===== src/rtl/core/assert_macros.svh =====
// Assertion macros used by the SHA-256 core controller.
`ifndef ASSERT_MACROS_SVH
`define ASSERT_MACROS_SVH

// Property checked at every rising clock edge outside reset.
`define SHA_CHECK(lbl, prop, msg) \
   lbl: assert property (@(posedge clock) disable iff (reset) (prop)) \
      else $error(msg);

// Condition in one cycle implies the property in the next.
`define SHA_CHECK_NEXT(lbl, cond, prop, msg) \
   lbl: assert property (@(posedge clock) disable iff (reset) (cond) |=> (prop)) \
      else $error(msg);

`endif


===== src/rtl/core/sha256ds_pkg.sv =====
// Package for the SHA-256 core: widths, constants, command types and round functions.
`default_nettype none
package sha256ds_pkg;

   localparam int WORD_W  = 32;
   localparam int FILL_W  = 6;
   localparam int MSG_W   = 61;
   localparam int ROUND_W = 6;
   localparam int IDX_W   = 3;
   localparam int BLOCK_W = 512;
   localparam int HASH_N  = 8;

   typedef logic [WORD_W-1:0] word_type;

   localparam logic [FILL_W-1:0]  FILL_LAST  = 6'd63;
   localparam logic [FILL_W-1:0]  FILL_LEN   = 6'd56;
   localparam logic [FILL_W-1:0]  LEN_BYTES  = 6'd8;
   localparam logic [ROUND_W-1:0] ROUND_LAST = 6'd63;
   localparam logic [IDX_W-1:0]   IDX_LAST   = 3'd7;

   localparam logic OP_ABSORB = 1'b0;
   localparam logic OP_FINISH = 1'b1;

   localparam logic [1:0] BYTE_DATA = 2'd0;
   localparam logic [1:0] BYTE_MARK = 2'd1;
   localparam logic [1:0] BYTE_ZERO = 2'd2;

   localparam logic [7:0] PAD_MARK = 8'h80;

   localparam word_type INIT_H [HASH_N] = '{
      32'h6a09e667, 32'hbb67ae85, 32'h3c6ef372, 32'ha54ff53a,
      32'h510e527f, 32'h9b05688c, 32'h1f83d9ab, 32'h5be0cd19
   };

   localparam word_type ROUND_K [64] = '{
      32'h428a2f98, 32'h71374491, 32'hb5c0fbcf, 32'he9b5dba5,
      32'h3956c25b, 32'h59f111f1, 32'h923f82a4, 32'hab1c5ed5,
      32'hd807aa98, 32'h12835b01, 32'h243185be, 32'h550c7dc3,
      32'h72be5d74, 32'h80deb1fe, 32'h9bdc06a7, 32'hc19bf174,
      32'he49b69c1, 32'hefbe4786, 32'h0fc19dc6, 32'h240ca1cc,
      32'h2de92c6f, 32'h4a7484aa, 32'h5cb0a9dc, 32'h76f988da,
      32'h983e5152, 32'ha831c66d, 32'hb00327c8, 32'hbf597fc7,
      32'hc6e00bf3, 32'hd5a79147, 32'h06ca6351, 32'h14292967,
      32'h27b70a85, 32'h2e1b2138, 32'h4d2c6dfc, 32'h53380d13,
      32'h650a7354, 32'h766a0abb, 32'h81c2c92e, 32'h92722c85,
      32'ha2bfe8a1, 32'ha81a664b, 32'hc24b8b70, 32'hc76c51a3,
      32'hd192e819, 32'hd6990624, 32'hf40e3585, 32'h106aa070,
      32'h19a4c116, 32'h1e376c08, 32'h2748774c, 32'h34b0bcb5,
      32'h391c0cb3, 32'h4ed8aa4a, 32'h5b9cca4f, 32'h682e6ff3,
      32'h748f82ee, 32'h78a5636f, 32'h84c87814, 32'h8cc70208,
      32'h90befffa, 32'ha4506ceb, 32'hbef9a3f7, 32'hc67178f2
   };

   typedef struct packed {
      logic             shift_byte;
      logic [1:0]       byte_sel;
      logic             shift_len;
      logic             count_msg;
      logic             load_work;
      logic             round_step;
      logic             add_hash;
      logic             restart;
      logic [IDX_W-1:0] word_sel;
   } cmd_type;

   typedef struct packed {
      logic [FILL_W-1:0] fill;
      logic              round_last;
   } status_type;

   function automatic word_type rotr(input word_type x, input int unsigned s);
      return (x >> s) | (x << (WORD_W - s));
   endfunction

   function automatic word_type big_sigma0(input word_type x);
      return rotr(x, 2) ^ rotr(x, 13) ^ rotr(x, 22);
   endfunction

   function automatic word_type big_sigma1(input word_type x);
      return rotr(x, 6) ^ rotr(x, 11) ^ rotr(x, 25);
   endfunction

   function automatic word_type small_sigma0(input word_type x);
      return rotr(x, 7) ^ rotr(x, 18) ^ (x >> 3);
   endfunction

   function automatic word_type small_sigma1(input word_type x);
      return rotr(x, 17) ^ rotr(x, 19) ^ (x >> 10);
   endfunction

endpackage
`default_nettype wire


===== src/rtl/core/sha256ds_if.sv =====
// Valid/ready channel interfaces for the request and response words.
`default_nettype none
interface sha256ds_req_if;
   logic       valid;
   logic       ready;
   logic       operation;
   logic [7:0] data_byte;

   modport source (output valid, output operation, output data_byte, input ready);
   modport sink (input valid, input operation, input data_byte, output ready);
endinterface

interface sha256ds_rsp_if;
   logic                          valid;
   logic                          ready;
   logic [sha256ds_pkg::WORD_W-1:0] digest_word;
   logic [sha256ds_pkg::IDX_W-1:0]  word_index;
   logic                          last_word;

   modport source (output valid, output digest_word, output word_index, output last_word,
                   input ready);
   modport sink (input valid, input digest_word, input word_index, input last_word,
                 output ready);
endinterface
`default_nettype wire


===== src/rtl/core/sha256ds_dp.sv =====
// SHA-256 datapath: block shift register, message schedule, round logic and hash state.
`default_nettype none
module sha256ds_dp (
   input  wire                            clock,
   input  wire                            reset,
   input  sha256ds_pkg::cmd_type          cmd,
   input  wire  [7:0]                     data_byte,
   output sha256ds_pkg::status_type       status,
   output sha256ds_pkg::word_type         digest_word
);

   logic [sha256ds_pkg::BLOCK_W-1:0] block_ff, block_in;
   logic [sha256ds_pkg::FILL_W-1:0]  fill_ff, fill_in;
   logic [sha256ds_pkg::MSG_W-1:0]   msg_ff, msg_in;
   logic [sha256ds_pkg::ROUND_W-1:0] round_ff, round_in;
   sha256ds_pkg::word_type hash_ff [sha256ds_pkg::HASH_N];
   sha256ds_pkg::word_type hash_in [sha256ds_pkg::HASH_N];
   sha256ds_pkg::word_type work_ff [sha256ds_pkg::HASH_N];
   sha256ds_pkg::word_type work_in [sha256ds_pkg::HASH_N];

   logic [7:0]             byte_val;
   sha256ds_pkg::word_type w0, w1, w9, w14, new_w;
   sha256ds_pkg::word_type ch, maj, t1, t2;

   // schedule window: word 0 sits in the top bits
   assign w0  = block_ff[511:480];
   assign w1  = block_ff[479:448];
   assign w9  = block_ff[223:192];
   assign w14 = block_ff[63:32];

   always_comb begin
      unique case (cmd.byte_sel)
         sha256ds_pkg::BYTE_DATA: byte_val = data_byte;
         sha256ds_pkg::BYTE_MARK: byte_val = sha256ds_pkg::PAD_MARK;
         default:                 byte_val = 8'h00;
      endcase
   end

   always_comb begin
      new_w = sha256ds_pkg::small_sigma1(w14) + w9 + sha256ds_pkg::small_sigma0(w1) + w0;
      ch    = (work_ff[4] & work_ff[5]) ^ (~work_ff[4] & work_ff[6]);
      maj   = (work_ff[0] & work_ff[1]) ^ (work_ff[0] & work_ff[2]) ^
              (work_ff[1] & work_ff[2]);
      t1    = work_ff[7] + sha256ds_pkg::big_sigma1(work_ff[4]) + ch +
              sha256ds_pkg::ROUND_K[round_ff] + w0;
      t2    = sha256ds_pkg::big_sigma0(work_ff[0]) + maj;
   end

   always_comb begin
      block_in = block_ff;
      fill_in  = fill_ff;
      msg_in   = msg_ff;
      round_in = round_ff;
      work_in  = work_ff;
      hash_in  = hash_ff;
      priority if (cmd.shift_byte) begin
         block_in = {block_ff[sha256ds_pkg::BLOCK_W-9:0], byte_val};
         fill_in  = fill_ff + 6'd1;
      end else if (cmd.shift_len) begin
         block_in = {block_ff[sha256ds_pkg::BLOCK_W-65:0], msg_ff, 3'b000};
         fill_in  = fill_ff + sha256ds_pkg::LEN_BYTES;
      end else if (cmd.round_step) begin
         block_in = {block_ff[sha256ds_pkg::BLOCK_W-33:0], new_w};
      end else begin
         block_in = block_ff;
      end
      if (cmd.count_msg) begin
         msg_in = msg_ff + 61'd1;
      end else if (cmd.restart) begin
         msg_in = '0;
      end
      if (cmd.load_work) begin
         round_in = '0;
         work_in  = hash_ff;
      end else if (cmd.round_step) begin
         round_in   = round_ff + 6'd1;
         work_in[7] = work_ff[6];
         work_in[6] = work_ff[5];
         work_in[5] = work_ff[4];
         work_in[4] = work_ff[3] + t1;
         work_in[3] = work_ff[2];
         work_in[2] = work_ff[1];
         work_in[1] = work_ff[0];
         work_in[0] = t1 + t2;
      end
      if (cmd.add_hash) begin
         for (int i = 0; i < sha256ds_pkg::HASH_N; i++) begin
            hash_in[i] = hash_ff[i] + work_ff[i];
         end
      end else if (cmd.restart) begin
         hash_in = sha256ds_pkg::INIT_H;
      end
   end

   always_ff @(posedge clock) begin
      if (reset) begin
         fill_ff <= '0;
         msg_ff  <= '0;
         hash_ff <= sha256ds_pkg::INIT_H;
      end else begin
         fill_ff <= fill_in;
         msg_ff  <= msg_in;
         hash_ff <= hash_in;
      end
   end

   always_ff @(posedge clock) begin
      block_ff <= block_in;
      round_ff <= round_in;
      work_ff  <= work_in;
   end

   assign status.fill       = fill_ff;
   assign status.round_last = (round_ff == sha256ds_pkg::ROUND_LAST);
   assign digest_word       = hash_ff[cmd.word_sel];

endmodule
`default_nettype wire


===== src/rtl/core/sha256ds_ctrl.sv =====
// SHA-256 controller: absorb, padding, round sequencing and digest word output.
`default_nettype none
`include "assert_macros.svh"
module sha256ds_ctrl (
   input  wire                                 clock,
   input  wire                                 reset,
   input  wire                                 req_valid,
   input  wire                                 req_operation,
   output logic                                req_ready,
   output logic                                rsp_valid,
   input  wire                                 rsp_ready,
   input  sha256ds_pkg::status_type            status,
   output sha256ds_pkg::cmd_type               cmd,
   output logic [sha256ds_pkg::IDX_W-1:0]      word_index,
   output logic                                last_word
);

   localparam logic [2:0] S_IDLE  = 3'd0;
   localparam logic [2:0] S_PAD   = 3'd1;
   localparam logic [2:0] S_ROUND = 3'd2;
   localparam logic [2:0] S_ADD   = 3'd3;
   localparam logic [2:0] S_EMIT  = 3'd4;

   logic [2:0]                    state_ff, state_in;
   logic [2:0]                    ret_ff, ret_in;
   logic [sha256ds_pkg::IDX_W-1:0] idx_ff, idx_in;

   assign req_ready  = (state_ff == S_IDLE);
   assign rsp_valid  = (state_ff == S_EMIT);
   assign word_index = idx_ff;
   assign last_word  = (idx_ff == sha256ds_pkg::IDX_LAST);

   always_comb begin
      cmd          = '0;
      cmd.word_sel = idx_ff;
      state_in     = state_ff;
      ret_in       = ret_ff;
      idx_in       = idx_ff;
      unique case (state_ff)
         S_IDLE: begin
            if (req_valid) begin
               cmd.shift_byte = 1'b1;
               if (req_operation == sha256ds_pkg::OP_ABSORB) begin
                  cmd.byte_sel  = sha256ds_pkg::BYTE_DATA;
                  cmd.count_msg = 1'b1;
                  if (status.fill == sha256ds_pkg::FILL_LAST) begin
                     cmd.load_work = 1'b1;
                     state_in      = S_ROUND;
                     ret_in        = S_IDLE;
                  end
               end else begin
                  cmd.byte_sel = sha256ds_pkg::BYTE_MARK;
                  state_in     = S_PAD;
                  if (status.fill == sha256ds_pkg::FILL_LAST) begin
                     cmd.load_work = 1'b1;
                     state_in      = S_ROUND;
                     ret_in        = S_PAD;
                  end
               end
            end
         end
         S_PAD: begin
            if (status.fill == sha256ds_pkg::FILL_LEN) begin
               cmd.shift_len = 1'b1;
               cmd.load_work = 1'b1;
               state_in      = S_ROUND;
               ret_in        = S_EMIT;
            end else begin
               cmd.shift_byte = 1'b1;
               cmd.byte_sel   = sha256ds_pkg::BYTE_ZERO;
               if (status.fill == sha256ds_pkg::FILL_LAST) begin
                  cmd.load_work = 1'b1;
                  state_in      = S_ROUND;
                  ret_in        = S_PAD;
               end
            end
         end
         S_ROUND: begin
            cmd.round_step = 1'b1;
            if (status.round_last) begin
               state_in = S_ADD;
            end
         end
         S_ADD: begin
            cmd.add_hash = 1'b1;
            state_in     = ret_ff;
         end
         S_EMIT: begin
            if (rsp_ready) begin
               if (last_word) begin
                  cmd.restart = 1'b1;
                  idx_in      = '0;
                  state_in    = S_IDLE;
               end else begin
                  idx_in = idx_ff + 3'd1;
               end
            end
         end
         default: begin
            state_in = S_IDLE;
         end
      endcase
   end

   always_ff @(posedge clock) begin
      if (reset) begin
         state_ff <= S_IDLE;
         ret_ff   <= S_IDLE;
         idx_ff   <= '0;
      end else begin
         state_ff <= state_in;
         ret_ff   <= ret_in;
         idx_ff   <= idx_in;
      end
   end

   `SHA_CHECK(a_one_side_open, !(req_ready && rsp_valid), "req and rsp open together")
   `SHA_CHECK(a_len_at_56, !cmd.shift_len || (status.fill == sha256ds_pkg::FILL_LEN), "length word misplaced")
   `SHA_CHECK_NEXT(a_round_to_add, (state_ff == S_ROUND) && status.round_last, state_ff == S_ADD, "rounds overran")
   `SHA_CHECK_NEXT(a_last_word_idle, rsp_valid && rsp_ready && last_word, (state_ff == S_IDLE) && (idx_ff == '0), "digest not closed")

endmodule
`default_nettype wire


===== src/rtl/core/sha256_digest_stream_core.sv =====
// Absorb word: the 64th byte of a block closes input for the 64 rounds and the hash add.
// No byte is taken while the single round unit compresses a block.
// Finish: pads one byte a cycle up to the length slot, pausing while a full block is compressed,
// then one or two compressions, then eight digest words at one a cycle while the sink is ready.
// Reset is synchronous: initial hash values, zero fill and length; block buffer not cleared.
`default_nettype none
module sha256_digest_stream_core (
   input  wire                   clock,
   input  wire                   reset,
   sha256ds_req_if.sink          req_port,
   sha256ds_rsp_if.source        rsp_port
);

   sha256ds_pkg::cmd_type    cmd;
   sha256ds_pkg::status_type status;

   sha256ds_ctrl u_ctrl (
      .clock         (clock),
      .reset         (reset),
      .req_valid     (req_port.valid),
      .req_operation (req_port.operation),
      .req_ready     (req_port.ready),
      .rsp_valid     (rsp_port.valid),
      .rsp_ready     (rsp_port.ready),
      .status        (status),
      .cmd           (cmd),
      .word_index    (rsp_port.word_index),
      .last_word     (rsp_port.last_word)
   );

   sha256ds_dp u_dp (
      .clock       (clock),
      .reset       (reset),
      .cmd         (cmd),
      .data_byte   (req_port.data_byte),
      .status      (status),
      .digest_word (rsp_port.digest_word)
   );

endmodule
`default_nettype wire


===== src/flat_wrapper.sv =====
// flat-port wrapper written by rule: the top's interface ports become plain ports
module sha256_digest_stream_core_flat 
  (clock, reset, req_port_valid, req_port_operation, req_port_data_byte, req_port_ready, rsp_port_valid, rsp_port_digest_word, rsp_port_word_index, rsp_port_last_word, rsp_port_ready);
  sha256ds_req_if req_port_i ();
  sha256ds_rsp_if rsp_port_i ();
  input  wire clock;
  input  wire reset;
  input wire logic [$bits(req_port_i.valid)-1:0] req_port_valid;
  input wire logic [$bits(req_port_i.operation)-1:0] req_port_operation;
  input wire logic [$bits(req_port_i.data_byte)-1:0] req_port_data_byte;
  output wire logic [$bits(req_port_i.ready)-1:0] req_port_ready;
  output wire logic [$bits(rsp_port_i.valid)-1:0] rsp_port_valid;
  output wire logic [$bits(rsp_port_i.digest_word)-1:0] rsp_port_digest_word;
  output wire logic [$bits(rsp_port_i.word_index)-1:0] rsp_port_word_index;
  output wire logic [$bits(rsp_port_i.last_word)-1:0] rsp_port_last_word;
  input wire logic [$bits(rsp_port_i.ready)-1:0] rsp_port_ready;
  assign req_port_i.valid = req_port_valid;
  assign req_port_i.operation = req_port_operation;
  assign req_port_i.data_byte = req_port_data_byte;
  assign req_port_ready = req_port_i.ready;
  assign rsp_port_valid = rsp_port_i.valid;
  assign rsp_port_digest_word = rsp_port_i.digest_word;
  assign rsp_port_word_index = rsp_port_i.word_index;
  assign rsp_port_last_word = rsp_port_i.last_word;
  assign rsp_port_i.ready = rsp_port_ready;
  sha256_digest_stream_core u_core (.clock(clock), .reset(reset), .req_port(req_port_i), .rsp_port(rsp_port_i));
endmodule

===== config.mk =====
export PLATFORM = sky130hd
export DESIGN_NAME = sha256_digest_stream_core_flat
export DESIGN_NICKNAME = d
export VERILOG_FILES = /design/src/rtl/core/sha256ds_pkg.sv /design/src/rtl/core/sha256ds_if.sv /design/src/rtl/core/sha256ds_dp.sv /design/src/rtl/core/sha256ds_ctrl.sv /design/src/rtl/core/sha256_digest_stream_core.sv /design/src/flat_wrapper.sv
export VERILOG_INCLUDE_DIRS = /design/src /design/src/rtl/core
export SDC_FILE = /design/constraint.sdc
export NUM_CORES = 2
export LEC_CHECK = 0
export BUFFER_PORTS_ARGS = -buffer_cell sky130_fd_sc_hd__buf_2
export CAP_MARGIN = 20
export CORE_MARGIN = 2
export CORE_UTILIZATION = 60
export CTS_BUF_LIST = sky130_fd_sc_hd__clkbuf_16
export DETAILED_ROUTE_END_ITERATION = 6
export GPL_TIMING_DRIVEN = 0
export PLACE_DENSITY = 0.81
export SKIP_LAST_GASP = 1
export SYNTH_ARGS = -nofsm -noshare
export SYNTH_HDL_FRONTEND = slang
export SYNTH_SLANG_ARGS = --single-unit

===== constraint.sdc =====
create_clock -name clock -period 24.1 [get_ports clock]
set_clock_uncertainty 0.1 [all_clocks]
set_input_delay 1.205 -clock clock [delete_from_list [all_inputs] [get_ports clock]]
set_output_delay 1.205 -clock clock [all_outputs]
set_load 0.005 [all_outputs]

## Word level (Yosys, flattened, before mapping)

Memory sizes are Yosys's and may differ from the RTL's.
Index checks and enable logic that the tools add are counted.

| cells by class | value |
|---|---|
| order comparisons | 2 |
| add/sub/neg operators | 23 |
| muxes and demuxes | 50 |
| reduce and logical (&&, ||, !) cells | 11 |
| bitwise gates (word level) | 29 |
| equality and inequality tests | 14 |

Operators by type and width:

| cell | number |
|---|---|
| two-way mux 512 bit | 3 |
| two-way mux 256 bit | 4 |
| adder 32 bit | 18 |
| XOR 32 bit | 9 |
| bitwise AND 32 bit | 5 |
| two-way mux 32 bit | 4 |
| two-way mux 61 bit | 2 |
| binary-select mux 32 bit (select 3 bit) | 1 |
| adder 61 x 1 -> 61 bit, second input constant | 1 |
| two-way mux 3 bit | 15 |
| NOT 32 bit | 1 |
| OR 10 x 32 -> 32 bit | 1 |
| OR 13 x 32 -> 32 bit | 1 |
| OR 14 x 32 -> 32 bit | 1 |
| OR 15 x 32 -> 32 bit | 1 |
| OR 19 x 32 -> 32 bit | 1 |
| OR 21 x 32 -> 32 bit | 1 |
| OR 25 x 32 -> 32 bit | 1 |
| OR 26 x 32 -> 32 bit | 1 |
| OR 30 x 32 -> 32 bit | 1 |
| OR 7 x 32 -> 32 bit | 1 |
| XOR 32 x 22 -> 32 bit | 1 |
| XOR 32 x 29 -> 32 bit | 1 |
| == test 6 bit, second input constant | 3 |
| 28 further kinds | 51 |

| word-level totals | value |
|---|---|
| output and inout port bits | 38 |
| bits of input ports | 13 |
| logic and storage cells | 153 |
| register bits | 1106 |
| memories kept | 1 |
| bits in read-only memories | 2048 |

Memories:

| name | words | bits a word | read ports | clocked after memory_dff | wr ports | RTL line | source |
|---|---|---|---|---|---|---|---|
| (name not given) | 64 | 32 | 1 | 0 | 0 | sha256ds_dp.sv:45 | `sha256ds_pkg::ROUND_K[round_ff] + w0;` |

## Logic depth before layout (Yosys ltp)

| depth | value |
|---|---|
| depth after elaboration | 10 |
| gate-level depth with buffers | 38 |
| depth with buffers taken out | 36 |

## Hierarchy

A second synthesis with hierarchy kept.

| unflattened totals | value |
|---|---|
| cells, all modules | 8329 |
| area, all modules | 79508.8 um^2 |

Modules (own cells, without submodules):

| module | sequential area each (um^2) | cells an instance | times used | area each (um^2) |
|---|---|---|---|---|
| sha256ds_dp | 29648.4 | 8257 | 1 | 78930.7 |
| sha256ds_ctrl | 180.2 | 72 | 1 | 578.1 |

## Worst setup path before layout

Ideal clock, no wire load.

| path | value |
|---|---|
| kind | input -> register |
| start point | input port req_port_valid |
| end point | register u_core.u_dp.block_ff[0] (netlist name) (enable) |
| data required time | 23333 ps |
| cell stages on the path | 3 |
| setup slack | 15362 ps |
| data arrival time | 7971 ps |
| library setup time | 667 ps |
| buffers on the path | 0 |
| path through | nor2_1 -> nor3_1 -> or2_2 |

| between the ends | value |
|---|---|
| cells in the longest elaborated chain, start to end | 3 |

Ends and longest elaborated chain:

| item | RTL line | source |
|---|---|---|
| start: declaration | flat_wrapper.sv:8 | `input wire logic [$bits(req_port_i.valid)-1:0] req_port_valid;` |
| two-way mux 3 bit | sha256ds_ctrl.sv:41 | `if (req_valid) begin` |
| one-hot mux 3 bit (2 select lines) | sha256ds_ctrl.sv:39 | `unique case (state_ff)` |
| nonzero test 3 bit (no line) | n/a |  |
| end signal: assignment | sha256ds_dp.sv:108 | `block_ff <= block_in;` |
| end: declaration | sha256ds_dp.sv:12 | `logic [sha256ds_pkg::BLOCK_W-1:0] block_ff, block_in;` |

No other way between the ends.
A chain may end at the register's enable or synchronous reset.

==> results.cfg <==
[status]
status = finished, violations left
violations = DRC

[yosys]
synthCells = 9204
yosysSeqAreaShare_pct = 37.82
syn_nets = 9813
synth-edff-count = 768
synthMuxAreaShare_pct = 3.441
syn_area_sq_um = 78870
ys_ff_latch = 1106
synthAdderAreaFrac_pct = 11.34
synth_flop_cell = edfxtp_1
synth.distinct_cells = 108
synth.avg_cell_area_sq_um = 8.569
synth-async-reset-ratio_pct = 0
synth_simple_gate_area_share_pct = 19.27
synth_compound_area_share_pct = 17.15
synth_top_family_by_area = simple AND/OR/NAND/NOR gates
synth_warnings = 0
synth-xor-area-share_pct = 6.280

[min_path]
min_to = u_core.u_ctrl.ret_ff[1]
min_path_type = register to register
hp-start = u_core.u_ctrl.ret_ff[1]
hold-path-cell-count = 1

[floorplan]
rows = 133
dieArea_sq_um = 134400
core_area_sq_um = 131000
die_h_um = 366.6
io_pins = 51
start_util_pct = 60.22
die_w_um = 366.6

[clock_network]
htree_num_levels = 3
cts_tree = done
clockBufferDepth = 3
hold_buffers = 0
postCtsSetupBuffers = 0
ctsResizeCount = 0
path_clk_slew_ns = 0.07
clk_latency_ns = 0.84
ctsRootBufferMaster = clkbuf_16
cts_made_buffers = 121
cts.sinks = 1106

[setup_path]
arrival_ns = 12.67
r2r_cells = 33
critPathLaunch = u_core.u_dp.round_ff[1]
endpoint_kind = register
start_kind = register
cp.required_ns = 24.51
r2r-end = u_core.u_dp.work_ff[255]
r2r_slack_ns = 11.84
rr_startpoint = u_core.u_dp.round_ff[1]
max_stage_delay_ns = 0.84
crit_slowest_cell = o31ai_1
worstSetupPathType = register to register
cp_max_fo = 13

[global_route]
grtUsageTotal_pct = 50.19
grt_max_degree = 72
antenna_found_initial = 15
grt_pass1_wl_um = 494000
grt_pass1_vias = 73780
grt-ovfl-total = 0

[cells_and_area]
drive_gt1_share_pct = 5.430
fin_util_pct = 66.06
fill_cells = 10880
syn_to_final_growth_pct = 9.685
fin_area_sq_um = 86510
final_cell_mix = nand2_1 (2019), nor2_1 (904), edfxtp_1 (768)
final_common_cell = nand2_1
nNetsFinal = 10040
instances_no_fill = 11310

[power]
p_sw_share_pct = 45.14
seqPwrFrac_pct = 28.4
p_leak_nw = 34.24
p_int_mw = 4.993
ir_drop_uv = 140.5
p_sw_mw = 4.109
cellPowerDensity_nw_per_um2 = 105.2
total_power_mw = 9.102
combPwrFrac_pct = 49.6
pwr-share-clk_pct = 22.1

[placed_design]
placed_cell_area_sq_um = 82070
portBuffers = 49
hpwl_um = 266400
place_ws_ns = 12.64
placed_cells = 11050
gp_congestion = 1.065

[timing]
period_minus_slack_ns = 12.26
fmax_mhz = 81.57
setup_tns_ns = 0
timing.slew.headroom_pct = 10.94
setup_violations = 0
final_hold_viol_count = 0
rsz0062_at_grt = false
finalWorstSetupSlack_ns = 11.84
finalMaxSlewViolations = 0
finalCritPeriodShare_pct = 50.87
worst_pin_slew_ns = 1.336
hold_slack_ns = 0.3867

[routing]
dr.first_iter.drc_count = 13010
wl_per_cell_um = 30.66
drc = 2
ant_nets = 0
vias = 78320
vias_per_cell = 6.926
first_pass_iters = 7
wl_um = 346700

[run]
cap_violations = 0
cells by family (layout without fill, tap and decap cells):
| logic type | Yosys count | count (layout) |
|---|---|---|
| buffers and inverters | 983 | 1319 |
| adder cells (fa/ha/maj) | 598 | 598 |
| flip-flops | 1106 | 1106 |
| other | 0 | 13 |
| AND/OR/NAND/NOR | 3637 | 3637 |
| multiplexers | 173 | 173 |
| XOR/XNOR | 564 | 564 |
| AO/OA/AOI/OAI | 2143 | 2143 |
state kept, by name, summed over array words and instances (netlist names):
signal / cells
u_core.u_dp.hash_ff: 256
u_core.u_dp.round_ff: 6
u_core.u_dp.fill_ff: 6
u_core.u_ctrl.ret_ff: 3
u_core.u_dp.work_ff: 256
u_core.u_ctrl.state_ff: 3
u_core.u_ctrl.word_index: 3
u_core.u_dp.msg_ff: 61
u_core.u_dp.block_ff: 512
per-layer routing:
metal | vias to the layer above | share of wire (%) | global-route usage [%]
li1 | 32870 | - | -
met1 | 36870 | 34 | 61.21
met2 | 6813 | 41 | 72.15
met3 | 1768 | 15 | 18.22
met4 | 12 | 9.9 | 38.76
met5 | - | 0.027 | 0
synth_stat cells, types with 11 or more instances:
| cell type | n | area [sq um] |
|---|---|---|
| xnor2_1 | 370 | 3241 |
| inv_1 | 373 | 1400 |
| xor2_1 | 193 | 1690 |
| o22ai_1 | 37 | 231.5 |
| nor2_1 | 905 | 3397 |
| nand2b_1 | 47 | 294.0 |
| mux4_2 | 73 | 1644 |
| o311ai_0 | 16 | 140.1 |
| a221oi_1 | 11 | 96.34 |
| o21a_1 | 54 | 405.4 |
| ha_1 | 401 | 5017 |
| or2_2 | 29 | 181.4 |
| or4_1 | 11 | 82.58 |
| a21oi_1 | 477 | 2387 |
| or3_1 | 48 | 300.3 |
| and3_1 | 58 | 362.9 |
| buf_1 | 41 | 153.9 |
| and2_1 | 23 | 143.9 |
| nor3b_1 | 28 | 210.2 |
| o21ai_0 | 390 | 1952 |
| nand2_1 | 2019 | 7579 |
| nand3b_1 | 12 | 90.09 |
| o31ai_1 | 31 | 232.7 |
| o21bai_1 | 45 | 337.8 |
| a31oi_1 | 559 | 3497 |
| nand4_1 | 35 | 219.0 |
| fa_1 | 195 | 3904 |
| edfxtp_1 | 768 | 23060 |
| nor2b_1 | 34 | 212.7 |
| a311oi_1 | 21 | 183.9 |
| clkbuf_1 | 559 | 2098 |
| nor4_1 | 15 | 93.84 |
| a22oi_1 | 29 | 217.7 |
| dfxtp_1 | 338 | 6766 |
| nand3_1 | 199 | 996.0 |
| a211oi_1 | 60 | 450.4 |
| mux2i_1 | 48 | 480.5 |
| o211ai_1 | 64 | 480.5 |
| a21o_1 | 197 | 1479 |
| mux2_2 | 50 | 563.0 |
| nor3_1 | 131 | 655.6 |
critical path: cells and delay by family, from the launching register on:
kind	cells	cell delay, ns
compound gates	10	3.91
xor+xnor	3	0.83
fa+ha+maj	5	2.30
buf+inv	7	2.59
flops	1	0.55
simple gates	8	1.76
power groups by stage:
stage / Sequential, mW / Clock [mW] / Combinational [mW]
global placement: 2.61 / 0 / 4.04
CTS: 2.55 / 1.99 / 4.14
finish: 2.58 / 2.01 / 4.51
global route: 2.56 / 2.06 / 4.74
detailed placement: 2.59 / 0 / 4.10
floorplan: 2.46 / 0 / 2.70
worst max-delay path by stage:
stage	end	slack (ns)	depth (start not counted)
3_5_place_dp	u_core.u_dp.work_ff[253]	12.64	34
4_1_cts	u_core.u_dp.work_ff[255]	12.66	33
2_1_floorplan	u_core.u_dp.block_ff[0]	15.36	3
6_report	u_core.u_dp.work_ff[255]	11.84	33
5_1_grt	u_core.u_dp.work_ff[255]	11.64	33
3_3_place_gp	u_core.u_dp.work_ff[30]	11.71	3
cell type report:
class                           instances  area, sq um  area share (%)
Antenna cell                           13        32.53         0.03760
Buffer                                607         2303           2.663
Clock buffer                          121         3028           3.500
Clock inverter                        111         1187           1.373
Inverter                              376         1411           1.631
Multi-Input combinational cell       7115        45360           52.43
Sequential cell                      1106        29830           34.48
Tap cell                             1755         2196           2.538
Timing Repair Buffer                  104         1169           1.351
Power figures use the tool's default switching activity.
